<file path="src/hdl/mtkx_pkg.sv">
// Shared types, constants and ALU operation codes for the MT19937 keystream XOR core.
package mtkx_pkg;

  // Twister table geometry
  localparam int TBL_N     = 624;
  localparam int TBL_M     = 397;
  localparam int TBL_SPLIT = 227;
  localparam int IDX_W     = 10;

  typedef logic [IDX_W-1:0] idx_t;
  typedef logic [31:0]      word_t;

  // Index constants at table width
  localparam idx_t IDX_LAST  = idx_t'(TBL_N - 1);
  localparam idx_t IDX_N     = idx_t'(TBL_N);
  localparam idx_t IDX_M     = idx_t'(TBL_M);
  localparam idx_t IDX_SPLIT = idx_t'(TBL_SPLIT);

  // Generator constants
  localparam word_t MAG_MATRIX = 32'h9908_b0df;
  localparam word_t INIT_MULT  = 32'h6c07_8965;
  localparam word_t TEMPER_B   = 32'h9d2c_5680;
  localparam word_t TEMPER_C   = 32'hefc6_0000;

  // Command codes on the input channel
  localparam logic CMD_RESTART = 1'b0;
  localparam logic CMD_DATA    = 1'b1;

  // Shared unit operations
  typedef logic [1:0] alu_op_t;
  localparam alu_op_t ALU_INIT   = 2'd0;
  localparam alu_op_t ALU_MIX    = 2'd1;
  localparam alu_op_t ALU_TEMPER = 2'd2;

  // Request to the shared unit
  typedef struct packed {
    alu_op_t op;
    word_t   a;
    word_t   b;
    word_t   c;
    idx_t    k;
  } alu_req_t;

endpackage

</file>
<file path="src/hdl/mtkx_alu.sv">
// Shared generator unit: seed step, twist mix and tempering, result registered.
module mtkx_alu (
  input  logic               clk,
  input  mtkx_pkg::alu_req_t req,
  output mtkx_pkg::word_t    y
);

  mtkx_pkg::word_t y_next;
  mtkx_pkg::word_t fold;
  mtkx_pkg::word_t joined;
  mtkx_pkg::word_t mixed;
  mtkx_pkg::word_t t1;
  mtkx_pkg::word_t t2;
  mtkx_pkg::word_t t3;

  // Seed step: k + mult * (p ^ p >> 30)
  assign fold = req.a ^ (req.a >> 30);

  // Twist mix of upper bit, lower bits and far entry
  assign joined = {req.a[31], req.b[30:0]};
  assign mixed  = (joined >> 1) ^ (req.b[0] ? mtkx_pkg::MAG_MATRIX : 32'h0) ^ req.c;

  // Tempering chain
  assign t1 = req.a ^ (req.a >> 11);
  assign t2 = t1 ^ ((t1 << 7) & mtkx_pkg::TEMPER_B);
  assign t3 = t2 ^ ((t2 << 15) & mtkx_pkg::TEMPER_C);

  always_comb begin
    unique case (req.op)
      mtkx_pkg::ALU_INIT:   y_next = (fold * mtkx_pkg::INIT_MULT) + {22'b0, req.k};
      mtkx_pkg::ALU_MIX:    y_next = mixed;
      mtkx_pkg::ALU_TEMPER: y_next = t3 ^ (t3 >> 18);
      default:              y_next = req.a;
    endcase
  end

  // Register the result
  always_ff @(posedge clk) begin
    y <= y_next;
  end

endmodule

</file>
<file path="config.mk">
export PLATFORM = sky130hd
export DESIGN_NAME = mtkx_alu
export DESIGN_NICKNAME = d
export VERILOG_FILES = /design/src/hdl/mtkx_pkg.sv /design/src/hdl/mtkx_alu.sv
export SDC_FILE = /design/constraint.sdc
export NUM_CORES = 1
export LEC_CHECK = 0
export BUFFER_PORTS_ARGS = -buffer_cell sky130_fd_sc_hd__buf_2
export CAP_MARGIN = 0
export CORE_ASPECT_RATIO = 1.1
export CORE_MARGIN = 2
export CORE_UTILIZATION = 61
export DETAILED_ROUTE_END_ITERATION = 8
export PLACE_DENSITY = 0.9
export SETUP_SLACK_MARGIN = 0.5
export SLEW_MARGIN = 20
export SYNTH_ARGS = -nofsm -noshare
export SYNTH_HDL_FRONTEND = slang
export SYNTH_SLANG_ARGS = --single-unit
</file>
<file path="constraint.sdc">
create_clock -name clk -period 9.9 [get_ports clk]
set_clock_uncertainty 0.05 [all_clocks]
set_input_delay 1.98 -clock clk [delete_from_list [all_inputs] [get_ports clk]]
set_output_delay 1.98 -clock clk [all_outputs]
set_load 0.01 [all_outputs]
</file>
# Word-level counts from Yosys, hierarchy flattened
# Index checks and enable logic that the tools add are counted.
[word_totals]
register_bits = 32
in_bits = 109
output_inout_bits = 32
word_cells = 15
[classes]
n_addsub = 1
n_mul = 1
n_eq_ne = 2
n_mux = 2
n_bitwise = 7
reduce_logical = 1
[op_table]
columns = ["cell", "n"]
rows = [
  ["$pmux W32 S3", 1],
  ["$xor A32 B32 Y32", 3],
  ["$add A32 B10 Y32", 1],
  ["$mul A32 B31 Y32 const B", 1],
  ["$mux W32", 1],
  ["$xor A31 B32 Y32", 1],
  ["$xor A32 B14 Y32", 1],
  ["$xor A32 B2 Y32", 1],
  ["$xor A32 B21 Y32", 1],
  ["$eq A2 B1 Y1 const B", 1],
  ["$eq A2 B2 Y1 const B", 1],
  ["$logic_not A2 Y1", 1],
]

# Longest topological paths before layout
# Gate-level depths: netlist (run 1).
[depth]
ltp_word = 5
mapped_depth = 25
depth_no_buf = 24

# Worst setup path before layout (run 1)
# No wires, ideal clock.
[synth_path]
path_type = "input port to flip-flop"
from = "input req[105] (netlist name)"
to = "register y[31]"
setup_time_ns = 0.134
arrival_time_ns = 8.069
required_time_ns = 9.716
slack_ns = 1.646
path_stages = 25
n_path_buf = 1
path_cell_list = "buf_2 > xor2_1 > xor2_1 > ha_1 > or2_2 > ha_1 > inv_1 > fa_1 > inv_1 > ha_1 > fa_1 > fa_1 > fa_1 > inv_1 > fa_1 > inv_1 > ha_1 > o21a_1 > o21ai_1 > a21oi_1 > nor3_2 > o31ai_1 > o32ai_1 > xnor2_1 > mux4_2"
[synth_between]
elab_chain_len = 5
word_cells_on_any_way = 8
classes_between = "add/sub: 1; mul: 1; mux: 1; bitwise: 5"
[synth_rtl]
columns = ["element", "line", "rtl"]
rows = [
  ["from (decl)", "mtkx_alu.sv:4", "input mtkx_pkg::alu_req_t req,"],
  ["parallel branches: the longest is 4 deep, another holds $mul A32 B31 Y32", "-", ""],
  ["$pmux W32 S3 (*)", "mtkx_alu.sv:29", "unique case (req.op)"],
  ["via y_next[31]", "mtkx_alu.sv:8", "mtkx_pkg::word_t y_next;"],
  ["to (signal assigned)", "mtkx_alu.sv:39", "y <= y_next;"],
  ["to (decl)", "mtkx_alu.sv:5", "output mtkx_pkg::word_t y"],
]
# Mark *: on every way through the listed nets, which the timed path passes.

# Worst setup path after layout (run 1)
[layout_path]
from = "input req[104] (netlist name)"
to = "register y[31]"
[layout_between]
elab_chain_len = 4
[layout_rtl]
columns = ["element", "line", "rtl"]
rows = [
  ["$xor A32 B2 Y32", "mtkx_alu.sv:17", "assign fold = req.a ^ (req.a >> 30);"],
  ["$mul A32 B31 Y32", "mtkx_alu.sv:30", "mtkx_pkg::ALU_INIT: y_next = (fold * mtkx_pkg::INIT_MULT) + {22'b0, req.k};"],
  ["$add A32 B10 Y32", "mtkx_alu.sv:30", ""],
  ["$pmux W32 S3", "mtkx_alu.sv:29", ""],
  ["via y_next[31]", "mtkx_alu.sv:8", ""],
]
# The timed path passes the listed nets, and every way through them passes these cells.

==> results_dict.tcl, run 1 <==
set metrics [dict create \
    run_status "finished clean" \
    pre_cts_ws_ns 1.29 \
    grtUsageMet1_pct 39.6 \
    synth.ff_latch_count 32 \
    average_footprint_of_a_synthesized_cell_um2 9.37 \
    timing.final.crit_share_pct 84.8 \
    reg.largest.list "y (32)" \
    number_of_enable_flip_flop_cells_after_synthesis 0 \
    detail_route.first_pass.iterations 5 \
    cts_tree "done" \
    grt_start_max_net_pins 68 \
    use_met2_pct 57.2 \
    arrival_ns 8.50 \
    grt_pass1_vias 9187 \
    critPathRequiredTime_ns 10.01 \
    synthesis.area_mm2 0.0109 \
    grt_util_all_layers_pct 32.1 \
    timing_hold_violations_final 0 \
    drcViolationCount 0 \
    synth_nets 1658 \
    synth.top_cell.area_share_pct 28.2 \
    yosysSeqAreaShare_pct 5.90 \
    setup-violations-final 0 \
    route.antenna.remaining_nets 0 \
    cts_max_path_buffers 2 \
    cts_hold_buf 0 \
    grt-busiest-layer "met2" \
    slew_violations 0 \
    tightestPinTransition_ns 0.674 \
    htree_levels 2 \
    floorplan.core_area_mm2 0.0175 \
    layout_min_cycle_time_ns 8.39 \
    yosys_warnings 0 \
    crit_path_start_kind "input port" \
    cts_sinks 32 \
    crit_top_cell "sky130_fd_sc_hd__fa_1" \
    fmaxAchievable_mhz 119 \
    post_cts_buffers 0 \
    top_register "y" \
    layout_common_cells "sky130_fd_sc_hd__inv_1, sky130_fd_sc_hd__ha_1, sky130_fd_sc_hd__fa_1" \
    wirelength_um 29900 \
    timing.max_slew.rel_slack_pct 55.1 \
    grt_overflow 0 \
    die_area_mm2 0.0189 \
    path_clk_slew_ns 0.05 \
    synth_cell_types 58 \
    syn2layout_area_growth_pct 9.91 \
    grt_antenna_before_repair 0 \
    cts_root_buf "sky130_fd_sc_hd__clkbuf_16" \
    grt_setup_unrepaired "no" \
    initial_utilization_pct 61.9 \
    port_buffers 139 \
    post_drt_via_cell_ratio 5.65 \
    timing.critical_path.slowest_cell_delay_ns 0.52 \
    total_clock_buffers_created_by_cts 5 \
    insertedDiodeCount 0 \
    netlist_top_cells_area "sky130_fd_sc_hd__fa_1, sky130_fd_sc_hd__ha_1, sky130_fd_sc_hd__inv_1" \
    yosys_most_used_dff "sky130_fd_sc_hd__dfxtp_1" \
    cap_violations 0 \
    chipWidth_um 131 \
    layout_setup_ws_ns 1.51 \
    grt_util_met3_pct 3.54 \
    grt_first_pass_wirelength_um 46900 \
    synth_async_sr_flop_share_pct 0 \
    final_common_cell "sky130_fd_sc_hd__inv_1" \
    num_vias 8611 \
    globalplace.congestion 0.951 \
    yosys.area.top_type "sky130_fd_sc_hd__fa_1" \
    placementRows 51 \
    setup_tns_ns 0 \
    crit_path_max_fanout 6 \
    top_level_ports 141 \
    nets 1786 \
    cpMaxStageDelayCell "sky130_fd_sc_hd__fa_1" \
    synth_cells 1159 \
    post_route_cells_drive_above_1_share_pct 12.7 \
    path_class "in -> reg" \
    wl_per_cell_um 19.6 \
    die_height_um 144 \
    post_cts_resize_count 0 \
    dpl.hpwl_um 24300 \
    drt-initial-drc-count 776 \
    holdCritPathClass "in -> reg" \
    largest_register_ff_count 32 \
    setup.worst_path.end_class "flip-flop" \
]
## cell families after synthesis
logic type | share of synthesized area (%)
xor gates and xnor gates | 13.7
DFF | 5.90
buffers and inverters | 10.2
muxes | 1.19
and+or+nand+nor | 5.29
adders and majority gates | 55.5
AOI/OAI and AO/OA | 8.29
## path summary, 6_finish.rpt
path,endpoint,depth (start not counted),start
min,y[18],3,req[61]
max,y[31],26,req[104]
## per-layer routing
metal,share of wire (%),up-vias
li1,-,3934
met1,38,4175
met2,49,379
met3,7.0,123
met4,5.4,0
met5,0,-
## worst max-delay path, delay by kind of cell
| family | cells | cell delay (ns) |
|---|---|---|
| fa+ha+maj | 9 | 3.41 |
| compound gates | 5 | 0.92 |
| mux | 1 | 0.46 |
| buf+inv | 6 | 0.68 |
| simple gates | 2 | 0.55 |
| xor+xnor | 3 | 0.48 |
## synth_stat cells, types with 8 or more instances
master	count
sky130_fd_sc_hd__nand2_1	31
sky130_fd_sc_hd__xor2_1	48
sky130_fd_sc_hd__dfxtp_1	32
sky130_fd_sc_hd__a21oi_1	50
sky130_fd_sc_hd__fa_1	153
sky130_fd_sc_hd__clkbuf_1	14
sky130_fd_sc_hd__nand2b_1	8
sky130_fd_sc_hd__ha_1	237
sky130_fd_sc_hd__o21ai_0	31
sky130_fd_sc_hd__nor2_1	47
sky130_fd_sc_hd__xnor2_1	115
sky130_fd_sc_hd__nor3_1	9
sky130_fd_sc_hd__inv_1	269
sky130_fd_sc_hd__a211oi_1	8
## through the flow
step / cells / area [um^2] / util (%) / hold slack (ns)
2_1_floorplan: 1159 / 10900 / - / 2.08
3_3_place_gp: 1518 / 11800 / 67.3 / 2.28
3_5_place_dp: 1518 / 11800 / 67.3 / 2.29
4_1_cts: 1525 / 11900 / 68.1 / 2.00
5_1_grt: 1525 / 11900 / 68.1 / 2.00
6_report: 1525 / 11900 / 68.1 / 2.00
## cell type report
class	instances	area, um^2
timing repair buffer	145	741
inverter	270	1010
clock inverter	1	5.00
multi-input combinational	833	9120
fill	1339	5610
tap	238	298
sequential	32	641
clock buffer	6	129
Power of run 1 is not shown: default switching activity piles up to over one toggle a cycle in this logic, so the estimate is an artifact.
==> inputs of run 2 (changes only) <==
Clock period 9.9 ns to 8.5 ns, I/O delays scaled along.
==> results_dict.tcl, run 2 (same netlist as run 1, synthesis figures left out) <==
set metrics [dict create \
    post_drt_via_cell_ratio 5.79 \
    arrival_ns 7.94 \
    syn2layout_area_growth_pct 11.4 \
    slew_violations 0 \
    drt-initial-drc-count 742 \
    crit_start "req[87]" \
    drcViolationCount 0 \
    detailed_place.area_mm2 0.0119 \
    die_height_um 144 \
    crit_path_max_fanout 11 \
    layout_common_cells "sky130_fd_sc_hd__inv_1, sky130_fd_sc_hd__ha_1, sky130_fd_sc_hd__fa_1" \
    total_clock_buffers_created_by_cts 5 \
    htree_levels 2 \
    post_route_cells_drive_above_1_share_pct 14.0 \
    grt_overflow 0 \
    path_class "in -> reg" \
    layout.cell_area.non_filler_mm2 0.0121 \
    detail_route.first_pass.iterations 5 \
    critPathRequiredTime_ns 8.64 \
    insertedDiodeCount 0 \
    num_vias 8897 \
    cts_max_path_buffers 2 \
    grt_antenna_before_repair 0 \
    crit_path_start_kind "input port" \
    cap_violations 0 \
    hold_start "req[54]" \
    finish.cell_count_without_fillers 1536 \
    die_area_mm2 0.0189 \
    chipWidth_um 131 \
    timing.max_slew.rel_slack_pct 44.8 \
    hold_slack_ns 1.73 \
    placementRows 51 \
    path_clk_slew_ns 0.05 \
    wl_per_cell_um 20.4 \
    grt_pass1_vias 9577 \
    multi_input_area_mm2 0.00917 \
    dpl.hpwl_um 24900 \
    setup-violations-final 0 \
    largest_register_ff_count 32 \
    setup.worst_path.end_class "flip-flop" \
    final_common_cell "sky130_fd_sc_hd__inv_1" \
    grt_setup_unrepaired "yes" \
    reg.largest.list "y (32)" \
    cts_root_buf "sky130_fd_sc_hd__clkbuf_16" \
    top_level_ports 141 \
    timing.final.crit_share_pct 91.8 \
    layout_min_cycle_time_ns 7.80 \
    floorplan.core_area_mm2 0.0175 \
    holdCritPathClass "in -> reg" \
    cell_total_after_placement 1529 \
    timing_hold_violations_final 0 \
    run_status "finished clean" \
    nFillCells 1257 \
    nets 1797 \
    wirelength_um 31400 \
    port_buffers 139 \
    globalplace.congestion 0.988 \
    cts_tree "done" \
    tightestPinTransition_ns 0.828 \
    post_cts_buffers 0 \
    cts_hold_buf 0 \
    holdPathStages 3 \
    grt_start_max_net_pins 68 \
    route.antenna.remaining_nets 0 \
    min_delay_worst_endpoint "y[11]" \
    initial_utilization_pct 61.9 \
    ff_latch_area_um2 641 \
    grt_first_pass_wirelength_um 48400 \
    top_register "y" \
    setup_tns_ns 0 \
    fmaxAchievable_mhz 128 \
    cts_sinks 32 \
    grt_util_all_layers_pct 33.3 \
]
==> run 2: cell types whose count changed in the layout (fill, tap and decap cells not counted), moves of 2 or more <==
cell	before	now
sky130_fd_sc_hd__buf_4	6	16
sky130_fd_sc_hd__buf_2	139	135
sky130_fd_sc_hd__clkbuf_4	0	4
sky130_fd_sc_hd__xor2_1	48	45
sky130_fd_sc_hd__clkbuf_8	0	2
sky130_fd_sc_hd__xor2_2	1	3
==> run 2: how the worst max path moves through the flow <==
stage                     slack [ns]  cells past startpoint  endpoint
after floorplan                 0.53                     25     y[31]
after global placement          0.44                     22     y[31]
after detailed placement        0.34                     22     y[31]
after CTS                       0.56                     25     y[31]
after global routing            0.49                     25     y[31]
final                           0.70                     23     y[30]
==> run 2: what timing repair did <==
action	4_1_cts	5_1_grt
endpoints found under the hold margin	0	0
resized for setup	0	13
setup endpoints to repair	0	5
==> run 2: through the flow <==
step	utilization [%]	worst slack, ns
finish	69.0	0.700
global route	69.0	0.487
CTS	68.6	0.563
detailed placement	67.8	0.337
global placement	67.8	0.442
floorplan	-	0.526
==> run 2: final cells by class <==
type | count | area share (%)
Sequential cell | 32 | 5.29
Timing Repair Buffer | 156 | 6.91
Clock buffer | 7 | 1.26
Multi-Input combinational cell | 833 | 75.7
Inverter | 270 | 8.37
Tap cell | 238 | 2.46
==> run 2: worst max-delay path, stage by stage <==
cell,delay [ns]
sky130_fd_sc_hd__buf_2,0.36
sky130_fd_sc_hd__ha_1,0.38
sky130_fd_sc_hd__ha_1,0.34
sky130_fd_sc_hd__fa_1,0.51
sky130_fd_sc_hd__inv_1,0.05
sky130_fd_sc_hd__fa_1,0.48
sky130_fd_sc_hd__inv_1,0.05
sky130_fd_sc_hd__fa_1,0.48
sky130_fd_sc_hd__fa_1,0.50
sky130_fd_sc_hd__fa_1,0.50
sky130_fd_sc_hd__inv_1,0.05
sky130_fd_sc_hd__fa_1,0.47
sky130_fd_sc_hd__inv_1,0.04
sky130_fd_sc_hd__ha_1,0.34
sky130_fd_sc_hd__a21oi_1,0.27
sky130_fd_sc_hd__o21ai_0,0.16
sky130_fd_sc_hd__o22ai_1,0.15
sky130_fd_sc_hd__a31oi_1,0.06
sky130_fd_sc_hd__buf_4,0.17
sky130_fd_sc_hd__nand2_1,0.08
sky130_fd_sc_hd__o31ai_1,0.10
sky130_fd_sc_hd__or4_1,0.48
sky130_fd_sc_hd__a32oi_1,0.22
==> run 2: routing by layer <==
| metal | wire (um) | up-vias | global-route usage (%) |
|---|---|---|---|
| met4 | 2430 | 0 | 21.7 |
| met1 | 11300 | 4262 | 37.2 |
| li1 | - | 3957 | - |
| met2 | 15300 | 483 | 59.1 |
| met5 | 0 | - | 0 |
| met3 | 2450 | 195 | 6.20 |
Power of run 2 is left out for the same reason.
==> inputs of run 3 (changes only) <==
Settings changed: BUFFER_PORTS_ARGS -buffer_cell sky130_fd_sc_hd__buf_2 to unset, CORE_UTILIZATION 61 to 68, DONT_BUFFER_PORTS set to 1.
==> results_dict.tcl, run 3 (same netlist as run 1, synthesis figures left out) <==
set metrics [dict create \
    die_area_mm2 0.0170 \
    crit_path_start_kind "input port" \
    initial_utilization_pct 69.3 \
    setup-violations-final 0 \
    reg.largest.list "y (32)" \
    floorplan.core_area_mm2 0.0157 \
    cpMaxStageDelayCell "sky130_fd_sc_hd__fa_1" \
    grt_pass1_vias 9159 \
    port_buffers 0 \
    syn2layout_area_growth_pct 3.85 \
    pre_cts_ws_ns 0.503 \
    grt_overflow 0 \
    tightestPinTransition_ns 0.767 \
    setup.worst_path.end_class "flip-flop" \
    grt_setup_unrepaired "no" \
    run_status "finished clean" \
    total_clock_buffers_created_by_cts 5 \
    grt_first_pass_wirelength_um 47700 \
    timing.final.crit_share_pct 91.2 \
    nFillCells 1054 \
    path_class "in -> reg" \
    grt_start_max_net_pins 68 \
    timing.max_slew.rel_slack_pct 48.7 \
    top_level_ports 141 \
    crit_path_max_fanout 6 \
    nets 1648 \
    dpl.hpwl_um 24000 \
    critPathRequiredTime_ns 8.60 \
    holdCritPathClass "in -> reg" \
    die_height_um 137 \
    post_drt_via_cell_ratio 6.27 \
    crit_top_cell "sky130_fd_sc_hd__fa_1" \
    cell_total_after_placement 1342 \
    chipWidth_um 125 \
    drcViolationCount 0 \
    htree_levels 2 \
    layout_setup_ws_ns 0.752 \
    fmaxAchievable_mhz 129 \
    largest_register_ff_count 32 \
    crit_start "req[104]" \
    layout_common_cells "sky130_fd_sc_hd__inv_1, sky130_fd_sc_hd__ha_1, sky130_fd_sc_hd__fa_1" \
    cap_violations 0 \
    wl_per_cell_um 22.5 \
    arrival_ns 7.85 \
    post_route_cells_drive_above_1_share_pct 2.61 \
    grt_util_all_layers_pct 36.5 \
    drt-initial-drc-count 834 \
    cts_max_path_buffers 2 \
    globalplace.congestion 0.956 \
    cts_root_buf "sky130_fd_sc_hd__clkbuf_16" \
    detail_route.first_pass.iterations 6 \
    slew_violations 0 \
    timing.critical_path.slowest_cell_delay_ns 0.52 \
    cts_sinks 32 \
    finish.cell_count_without_fillers 1351 \
    path_clk_slew_ns 0.06 \
    layout_min_cycle_time_ns 7.75 \
    placementRows 48 \
    route.antenna.remaining_nets 0 \
    finalCoreUtilization_pct 72.0 \
    cts_tree "done" \
    cts_hold_buf 0 \
    top_register "y" \
    grt_antenna_before_repair 2 \
    timing_hold_violations_final 0 \
    num_vias 8465 \
    cp_cell_sequence "xor2_1 -> xor2_1 -> ha_1 -> or2_2 -> ha_1 -> inv_1 -> fa_1 -> inv_1 -> ha_1 -> fa_1 -> fa_1 -> fa_1 -> inv_1 -> fa_1 -> inv_1 -> ha_1 -> nand4_1 -> nor2_1 -> nand3_1 -> o21a_1 -> nor4b_2 -> o32ai_2 -> xnor2_1 -> mux4_2" \
    wirelength_um 30400 \
    cp-endpoint "y[31]" \
    setup_tns_ns 0 \
    final_common_cell "sky130_fd_sc_hd__inv_1" \
]
-- run 3: cell types whose count changed in the layout (fill, tap and decap cells not counted), moves of 2 or more --
cell	delta
sky130_fd_sc_hd__xor2_1	+2
sky130_fd_sc_hd__buf_4	-10
sky130_fd_sc_hd__buf_2	-135
sky130_fd_sc_hd__clkbuf_4	-4
-- run 3: critical path, delay by kind of cell --
family                   cells  cell delay, ns
AND/OR/NAND/NOR              5            0.96
multiplexers                 1            0.47
buffers and inverters        4            0.17
XOR/XNOR                     3            0.69
AO/OA/AOI/OAI                2            0.34
adder cells (fa/ha/maj)      9            3.51
-- run 3: per-stage QoR --
stage / hold slack, ns / area, um^2
CTS: 1.46 / 11300
floorplan: 1.80 / 10900
global placement: 1.75 / 11100
global route: 1.46 / 11300
finish: 1.47 / 11300
detailed placement: 1.75 / 11100
-- run 3: final cells by class --
cell class                 instances  area, um^2  share of cell area [%]
tap                              200         250                    2.22
antenna                            1        2.50                  0.0222
multi-input combinational        833        9140                    81.0
inverter                         270        1010                    8.98
sequential                        32         641                    5.68
timing repair buffer               7        56.3                   0.499
clock inverter                     1        30.0                   0.266
clock buffer                       7         153                    1.35
-- run 3: metal layers --
| layer | GRT usage (%) | part of all wire (%) | vias up |
|---|---|---|---|
| li1 | - | - | 3666 |
| met1 | 41.6 | 35 | 4025 |
| met2 | 62.9 | 48 | 564 |
| met3 | 7.97 | 9.6 | 208 |
| met4 | 23.1 | 7.8 | 2 |
| met5 | 0 | 0.053 | - |
-- run 3: what timing repair did --
action | 4_1_cts | 5_1_grt
setup buffers | 0 | 0
resized for setup | 0 | 4
setup endpoints to repair | 0 | 2
-- run 3: how the worst min path moves through the flow --
| stage | cells after the start | slack (ns) | to | startpoint |
|---|---|---|---|---|
| 6_report | 1 | 1.47 | y[4] | req[107] |
| 5_1_grt | 1 | 1.46 | y[5] | req[107] |
| 4_1_cts | 1 | 1.46 | y[5] | req[107] |
| 3_5_place_dp | 1 | 1.75 | y[4] | req[107] |
| 3_3_place_gp | 1 | 1.75 | y[4] | req[107] |
| 2_1_floorplan | 2 | 1.80 | y[3] | req[77] |
Power of run 3 is left out for the same reason.
